File: src/rtl/asdl_pkg.sv
package asdl_pkg;

    // Default store depth
    localparam int CAPACITY_DEF = 256;

    // Request kinds
    localparam logic [1:0] REQ_INSERT = 2'd0;
    localparam logic [1:0] REQ_SEARCH = 2'd1;
    localparam logic [1:0] REQ_DELETE = 2'd2;

    // Result status codes
    localparam logic [1:0] ST_OK        = 2'd0;
    localparam logic [1:0] ST_FULL      = 2'd1;
    localparam logic [1:0] ST_NOT_FOUND = 2'd2;

    // Request payload
    typedef struct packed {
        logic [1:0]         req_type;
        logic signed [31:0] value;
    } t_req;

    // Result payload
    typedef struct packed {
        logic [1:0] status;
        logic [7:0] found_index;
        logic [8:0] element_count;
    } t_res;

    // Controller states
    typedef enum logic [1:0] {
        S_IDLE,
        S_EXEC,
        S_SCAN,
        S_SHIFT
    } t_state;

    // Commands from controller to datapath
    typedef struct packed {
        logic       load;       // capture request, restart scan
        logic       scan;       // issue next read, compare returned entry
        logic       shift;      // issue next read, write returned entry one slot down
        logic       append;     // write value at end, count up
        logic       remove;     // count down
        logic       match_cap;  // latch index of matching entry
        logic       finish;     // register result and strobe it
        logic [1:0] status;     // status code for the result
    } t_ctl;

    // Status from datapath to controller
    typedef struct packed {
        logic [1:0] kind;     // captured request kind
        logic       full;     // store at capacity
        logic       match;    // returned entry equals request value
        logic       drained;  // no read in flight and no entries left to read
    } t_sts;

endpackage

File: src/rtl/asdl_ctrl.sv
module asdl_ctrl (
    input  logic            i_clk,
    input  logic            i_rst_n,
    input  logic            i_start,
    input  asdl_pkg::t_sts  i_sts,
    output asdl_pkg::t_ctl  o_ctl,
    output logic            o_busy
);

    asdl_pkg::t_state r_state;
    asdl_pkg::t_state n_state;

    // State register
    always_ff @(posedge i_clk) begin
        if (!i_rst_n) begin
            r_state <= asdl_pkg::S_IDLE;
        end else begin
            r_state <= n_state;
        end
    end

    // Next state and commands
    always_comb begin
        n_state = r_state;
        o_ctl   = '0;
        o_busy  = 1'b1;
        case (r_state)
            asdl_pkg::S_IDLE: begin
                o_busy = 1'b0;
                if (i_start) begin
                    o_ctl.load = 1'b1;
                    n_state    = asdl_pkg::S_EXEC;
                end
            end
            asdl_pkg::S_EXEC: begin
                case (i_sts.kind)
                    asdl_pkg::REQ_INSERT: begin
                        o_ctl.finish = 1'b1;
                        if (i_sts.full) begin
                            o_ctl.status = asdl_pkg::ST_FULL;
                        end else begin
                            o_ctl.append = 1'b1;
                            o_ctl.status = asdl_pkg::ST_OK;
                        end
                        n_state = asdl_pkg::S_IDLE;
                    end
                    asdl_pkg::REQ_SEARCH, asdl_pkg::REQ_DELETE: begin
                        n_state = asdl_pkg::S_SCAN;
                    end
                    default: begin
                        // unused kind: report current count, change nothing
                        o_ctl.finish = 1'b1;
                        o_ctl.status = asdl_pkg::ST_OK;
                        n_state      = asdl_pkg::S_IDLE;
                    end
                endcase
            end
            asdl_pkg::S_SCAN: begin
                o_ctl.scan = 1'b1;
                if (i_sts.match) begin
                    o_ctl.match_cap = 1'b1;
                    if (i_sts.kind == asdl_pkg::REQ_DELETE) begin
                        n_state = asdl_pkg::S_SHIFT;
                    end else begin
                        o_ctl.finish = 1'b1;
                        o_ctl.status = asdl_pkg::ST_OK;
                        n_state      = asdl_pkg::S_IDLE;
                    end
                end else if (i_sts.drained) begin
                    o_ctl.finish = 1'b1;
                    o_ctl.status = asdl_pkg::ST_NOT_FOUND;
                    n_state      = asdl_pkg::S_IDLE;
                end
            end
            asdl_pkg::S_SHIFT: begin
                o_ctl.shift = 1'b1;
                if (i_sts.drained) begin
                    o_ctl.remove = 1'b1;
                    o_ctl.finish = 1'b1;
                    o_ctl.status = asdl_pkg::ST_OK;
                    n_state      = asdl_pkg::S_IDLE;
                end
            end
            default: begin
                n_state = asdl_pkg::S_IDLE;
            end
        endcase
    end

endmodule

File: config.mk
export PLATFORM = sky130hd
export DESIGN_NAME = asdl_ctrl
export DESIGN_NICKNAME = d
export VERILOG_FILES = /design/src/rtl/asdl_pkg.sv /design/src/rtl/asdl_ctrl.sv
export SDC_FILE = /design/constraint.sdc
export NUM_CORES = 1
export LEC_CHECK = 0
export BUFFER_PORTS_ARGS = -buffer_cell sky130_fd_sc_hd__buf_2
export CORE_AREA = 8 8 45 47
export CTS_BUF_LIST = sky130_fd_sc_hd__clkbuf_8 sky130_fd_sc_hd__clkbuf_16
export DETAILED_ROUTE_END_ITERATION = 16
export DIE_AREA = 0 0 53 55
export SETUP_SLACK_MARGIN = 0.15
export SYNTH_ARGS = -nofsm -noshare
export SYNTH_HDL_FRONTEND = slang
export SYNTH_SLANG_ARGS = --single-unit
File: constraint.sdc
create_clock -name i_clk -period 2.5 [get_ports i_clk]
set_input_delay 0.25 -clock i_clk [delete_from_list [all_inputs] [get_ports i_clk]]
set_output_delay 0.25 -clock i_clk [all_outputs]
set_load 0.01 [all_outputs]
==> results.yml, run 1 <==
status:
  status: "finished, final reports clean"
placed_design:
  dpl.hpwl_um: 567.2
  gp_congestion: 0.7262
  portBuffers: 17
global_route:
  grt_start_max_net_pins: 11
  grtUsageMet3: 0.02674
  grt_pass1_vias: 285
  grt_use_total: 0.05783
  grt_use_met2: 0.08789
  grt_pass1_wl_um: 1200
  grt_antenna_before_repair: 0
  use_met1: 0.05446
  gr-total-overflow: 0
  top_usage_layer: "met2"
layout:
  drive_gt1_frac: 0.4717
  final_cell_mix: "buf_2, inv_1, nand2_1"
  largest_reg_flops: 2
  antenna-diode-count: 0
  areaGrowthSynthToFinish_pct: 51.67
  top_register: "r_state"
  mostFrequentLayoutCell: "buf_2"
  layout.nets: 66
  top_regs: "r_state (2)"
clock_network:
  hold_buffers: 0
  clockBufferDepth: 2
  cts_sinks: 2
  cts_root_buf: "clkbuf_8"
  numCtsBuffers: 3
  tritoncts: "built"
  insertion_delay_ns: 0.21
  h-tree-depth: 1
  clkTransAtPathRegs_ns: 0.03
  cts-resized-gates: 0
  post_cts_buffers: 0
synth:
  ys_seq_area_frac: 0.1531
  synth_seq_cells: 2
  syn_avg_cell_area_um2: 7.691
  synth_nets: 45
  syn_area_um2: 261.5
  synth_ff_type: "dfxtp_1"
  ys_warn_count: 0
  ys_async_sr_fraction: 0
  syn_inst: 34
  synth_edf_count: 0
  netlist-cell-type-count: 19
route:
  route.detailed.drc: 0
  drt-total-wl_um: 728
  drt_iter0_drc: 1
  vias: 288
  post_drt_via_cell_ratio: 4.174
  ant_nets: 0
  first_pass_iters: 4
  wl_per_cell_um: 10.55
setup_path:
  critical_path_required_ns: 2.25
  cp-start-kind: "flip-flop"
  crit_path_end: "o_ctl[2]"
  reg2reg_from: "r_state[1]"
  crit_fanout: 9
  worstSetupPathType: "flip-flop to output pin"
  end_kind: "output pin"
  reg2reg_to: "r_state[0]"
  crit_start: "r_state[0]"
  regToRegSetupSlack_ns: 1.43
  reg2reg_depth: 3
  crit_slowest_cell: "dfxtp_1"
  cpPeakStageDelay_ns: 0.45
  worstPathCellList: "nand2b_1, o22ai_1, a22o_1, buf_2"
  cp.arrival_ns: 1.28
power_and_ir_drop:
  worst_ir_drop_vdd_mv: 0.1216
  power_per_cell_area_nw_per_um2: 526.3
  leakage_uw: 0.0002222
worst_hold_path:
  hp-class: "input port to flip-flop"
timing:
  fin_crit_sh: 0.6118
  fin_tns_setup_ns: 0
  max_freq_ghz: 0.6538
  finalHoldViolations: 0
  worstMarginPinSlew_ns: 0.3332
  rsz0062_at_grt: "no"
  fin_worst_skew_ns: 0.0006539
  holdWs_ns: 0.2981
  setup_viol: 0
  period_needed_ns: 1.530
  slew_violations: 0
  slew_headroom: 0.7776
floorplan:
  die-area_um2: 2915
  io_pins: 18
  die_h_um: 55
  initial_utilization: 0.1890
  dieWidth_um: 53
  rows: 14
  core-area_um2: 1384
flow_run:
  drv_cap: 0
[critical path, delay by kind of cell (launching register included)]
kind                   cells  cell delay, ns
AOI/OAI and AO/OA          2            0.32
buffers and inverters      1            0.14
DFF                        1            0.45
and+or+nand+nor            1            0.17
[through the flow]
| stage | util | instance area [µm²] | instances | power [µW] | setup slack (ns) |
|---|---|---|---|---|---|
| detailed placement | 0.2568 | 355.3 | 66 | 82.45 | 1.100 |
| finish | 0.2866 | 396.6 | 69 | 208.7 | 0.9705 |
| CTS | 0.2866 | 396.6 | 69 | 214.1 | 0.9616 |
| global placement | 0.2568 | 355.3 | 66 | 81.97 | 1.114 |
| global route | 0.2866 | 396.6 | 69 | 230.3 | 0.8998 |
| floorplan | - | 261.5 | 34 | 65.01 | 1.313 |
[where the power goes]
part | internal [µW] | switching [µW] | leakage [µW]
Clock | 102 | 25.1 | 0.0000216
Combinational | 21.6 | 20.8 | 0.000184
Sequential | 34.4 | 4.95 | 0.0000164
[routing by layer]
metal  part of all wire  wire length (µm)
met1               0.40               293
met3              0.098                71
met5                  0                 0
met4                  0                 0
met2               0.50               364
[final cells by class]
type                            instances  area (µm²)
Timing Repair Buffer                   17       85.08
Fill cell                             159       987.2
Clock buffer                            3       41.29
Tap cell                               16       20.02
Multi-Input combinational cell         26       191.4
Sequential cell                         2       40.04
Inverter                                5       18.77
[worst min-delay path by stage]
stage	startpoint	end	depth (start not counted)
final	i_rst_n	r_state[0]	2
after global routing	i_rst_n	r_state[0]	2
after CTS	i_rst_n	r_state[0]	2
after detailed placement	i_rst_n	r_state[0]	2
after global placement	i_rst_n	r_state[0]	2
after floorplan	i_rst_n	r_state[0]	1
[cell families after synthesis]
group	share of synthesized area
and+or+nand+nor	0.3637
buffers and inverters	0.1148
AOI/OAI and AO/OA	0.1483
adders and majority gates	0.1436
muxes	0.07656
DFF	0.1531
[synth_stat cells (all sizes together), types with 2 or more instances]
library cell / n / area share
inv: 5 / 0.072
nand2: 4 / 0.057
ha: 3 / 0.14
and2: 2 / 0.057
and3: 2 / 0.053
dfxtp: 2 / 0.15
mux2i: 2 / 0.077
nor2: 2 / 0.029
nor3b: 2 / 0.057
o22ai: 2 / 0.048
No activity file was read; power rests on OpenSTA's default activity.
==> run 2: changes to the inputs <==
==> constraint.sdc (replaced) <==
create_clock -name i_clk -period 1.6 [get_ports i_clk]
set_input_delay 0.16 -clock i_clk [delete_from_list [all_inputs] [get_ports i_clk]]
set_output_delay 0.16 -clock i_clk [all_outputs]
set_load 0.01 [all_outputs]
==> run 2 against run 1 <==
Compared with the run above: hold slack got worse by 0.089 ns; via count rose by 2.8%; worst setup slack got worse by 0.71 ns; non-clock buffer count did not move; utilization rose by 0.18 points; cell count did not move; combinational power rose by 57%; design area rose by 0.63%; clock skew barely moved.
==> results.yml, run 2 (synthesis results as in run 1) <==
status:
  status: "finished, final reports clean"
floorplan:
  die-area_um2: 2915
  io_pins: 18
  initial_utilization: 0.1890
  core-area_um2: 1384
  die_h_um: 55
  rows: 14
  dieWidth_um: 53
setup_path:
  end_kind: "output pin"
  cpPeakStageDelay_ns: 0.38
  crit_slowest_cell: "dfxtp_2"
  worstSetupPathType: "flip-flop to output pin"
  crit_fanout: 9
  reg2reg_to: "r_state[0]"
  worstPathCellList: "nand2b_1, o22ai_1, a22o_1, buf_2"
  regToRegSetupSlack_ns: 0.64
  critical_path_required_ns: 1.44
  reg2reg_depth: 3
  cp-start-kind: "flip-flop"
  reg2reg_from: "r_state[1]"
  cp.arrival_ns: 1.18
power_and_ir_drop:
  worst_ir_drop_vdd_mv: 0.1856
  power_per_cell_area_nw_per_um2: 812.4
  pwr-share-clk: 0.603
  seq_power_share: 0.192
  p_comb_frac: 0.205
  leakage_uw: 0.0002230
  p_int_uw: 247.3
  power_switching_uw: 76.93
  swShare: 0.2372
timing:
  slew_violations: 0
  worstMarginPinSlew_ns: 0.2019
  setup_viol: 0
  period_needed_ns: 1.338
  finalHoldViolations: 0
  max_freq_ghz: 0.7471
  rsz0062_at_grt: "no"
  fin_worst_skew_ns: 0.0002889
  fin_crit_sh: 0.8365
  slew_headroom: 0.8615
  fin_tns_setup_ns: 0
placed_design:
  gp_congestion: 0.7299
  dpl.hpwl_um: 581.9
  placedInstanceArea_um2: 355.3
  portBuffers: 17
global_route:
  grt_start_max_net_pins: 11
  grt_pass1_wl_um: 1207
  grt_pass1_vias: 301
  grt_antenna_before_repair: 0
  grt_use_total: 0.05671
  gr-total-overflow: 0
layout:
  mostFrequentLayoutCell: "buf_2"
  antenna-diode-count: 0
  final_area_um2: 399.1
  top_register: "r_state"
  layout.nets: 66
  largest_reg_flops: 2
  top_regs: "r_state (2)"
  areaGrowthSynthToFinish_pct: 52.63
  drive_gt1_frac: 0.5094
  final_cell_mix: "buf_2, inv_1, nand2_1"
clock_network:
  h-tree-depth: 1
  cts-resized-gates: 1
  clkTransAtPathRegs_ns: 0.03
  hold_buffers: 0
  numCtsBuffers: 3
  tritoncts: "built"
  clockBufferDepth: 2
  insertion_delay_ns: 0.21
  cts_root_buf: "clkbuf_8"
  post_cts_buffers: 0
  cts_sinks: 2
worst_hold_path:
  hp-start: "i_rst_n"
  holdPathEnd: "r_state[0]"
  holdPathStages: 2
  hp-class: "input port to flip-flop"
route:
  wl_per_cell_um: 10.74
  vias: 296
  ant_nets: 0
  drt-total-wl_um: 741
  post_drt_via_cell_ratio: 4.290
  route.detailed.drc: 0
  first_pass_iters: 3
  drt_iter0_drc: 5
flow_run:
  drv_cap: 0
-- run 2: how the worst max path moves through the flow --
stage | from | end | slack [ns] | depth (start not counted)
CTS | r_state[0] | o_ctl[2] | 0.16 | 4
detailed placement | r_state[1] | o_ctl[2] | 0.37 | 3
floorplan | r_state[1] | o_ctl[1] | 0.50 | 3
global route | r_state[0] | o_ctl[2] | 0.22 | 4
global placement | r_state[1] | o_ctl[2] | 0.40 | 3
finish | r_state[0] | o_ctl[2] | 0.26 | 4
-- run 2: power by group through the flow --
stage | clock, µW | combinational, µW | sequential, µW
after floorplan | 0 | 43.9 | 57.7
after global placement | 0 | 66.6 | 61.4
after detailed placement | 0 | 67.2 | 61.9
after CTS | 203 | 67.6 | 62.0
after global routing | 208 | 74.5 | 63.1
final | 196 | 66.4 | 62.2
-- run 2: layer usage --
metal | track usage | share of wire
met2 | 0.09570 | 0.51
met3 | 0.01604 | 0.069
met1 | 0.05136 | 0.39
met5 | 0 | 0
met4 | 0.06466 | 0.026
-- run 2: layout make-up --
cell class,count,area (µm²)
Sequential cell,2,42.54
Timing Repair Buffer,17,85.08
Clock buffer,3,41.29
Inverter,5,18.77
Fill cell,170,984.7
Tap cell,16,20.02
Multi-Input combinational cell,26,191.4
-- run 2: worst max-delay path, delay by kind of cell, from the launching register on --
family          cells  cell delay [ns]
simple gates        1             0.15
buf+inv             1             0.14
compound gates      2             0.31
flops               1             0.38
-- run 2: metrics by stage --
stage	power (µW)	setup WS (ns)	hold slack [ns]	util	std cells
floorplan	101.6	0.5030	0.3059	-	34
global placement	128.0	0.4003	0.4359	0.2568	66
detailed placement	129.1	0.3708	0.4261	0.2568	66
CTS	332.3	0.1617	0.2077	0.2875	69
global route	345.5	0.2194	0.2285	0.2884	69
finish	324.3	0.2616	0.2086	0.2884	69
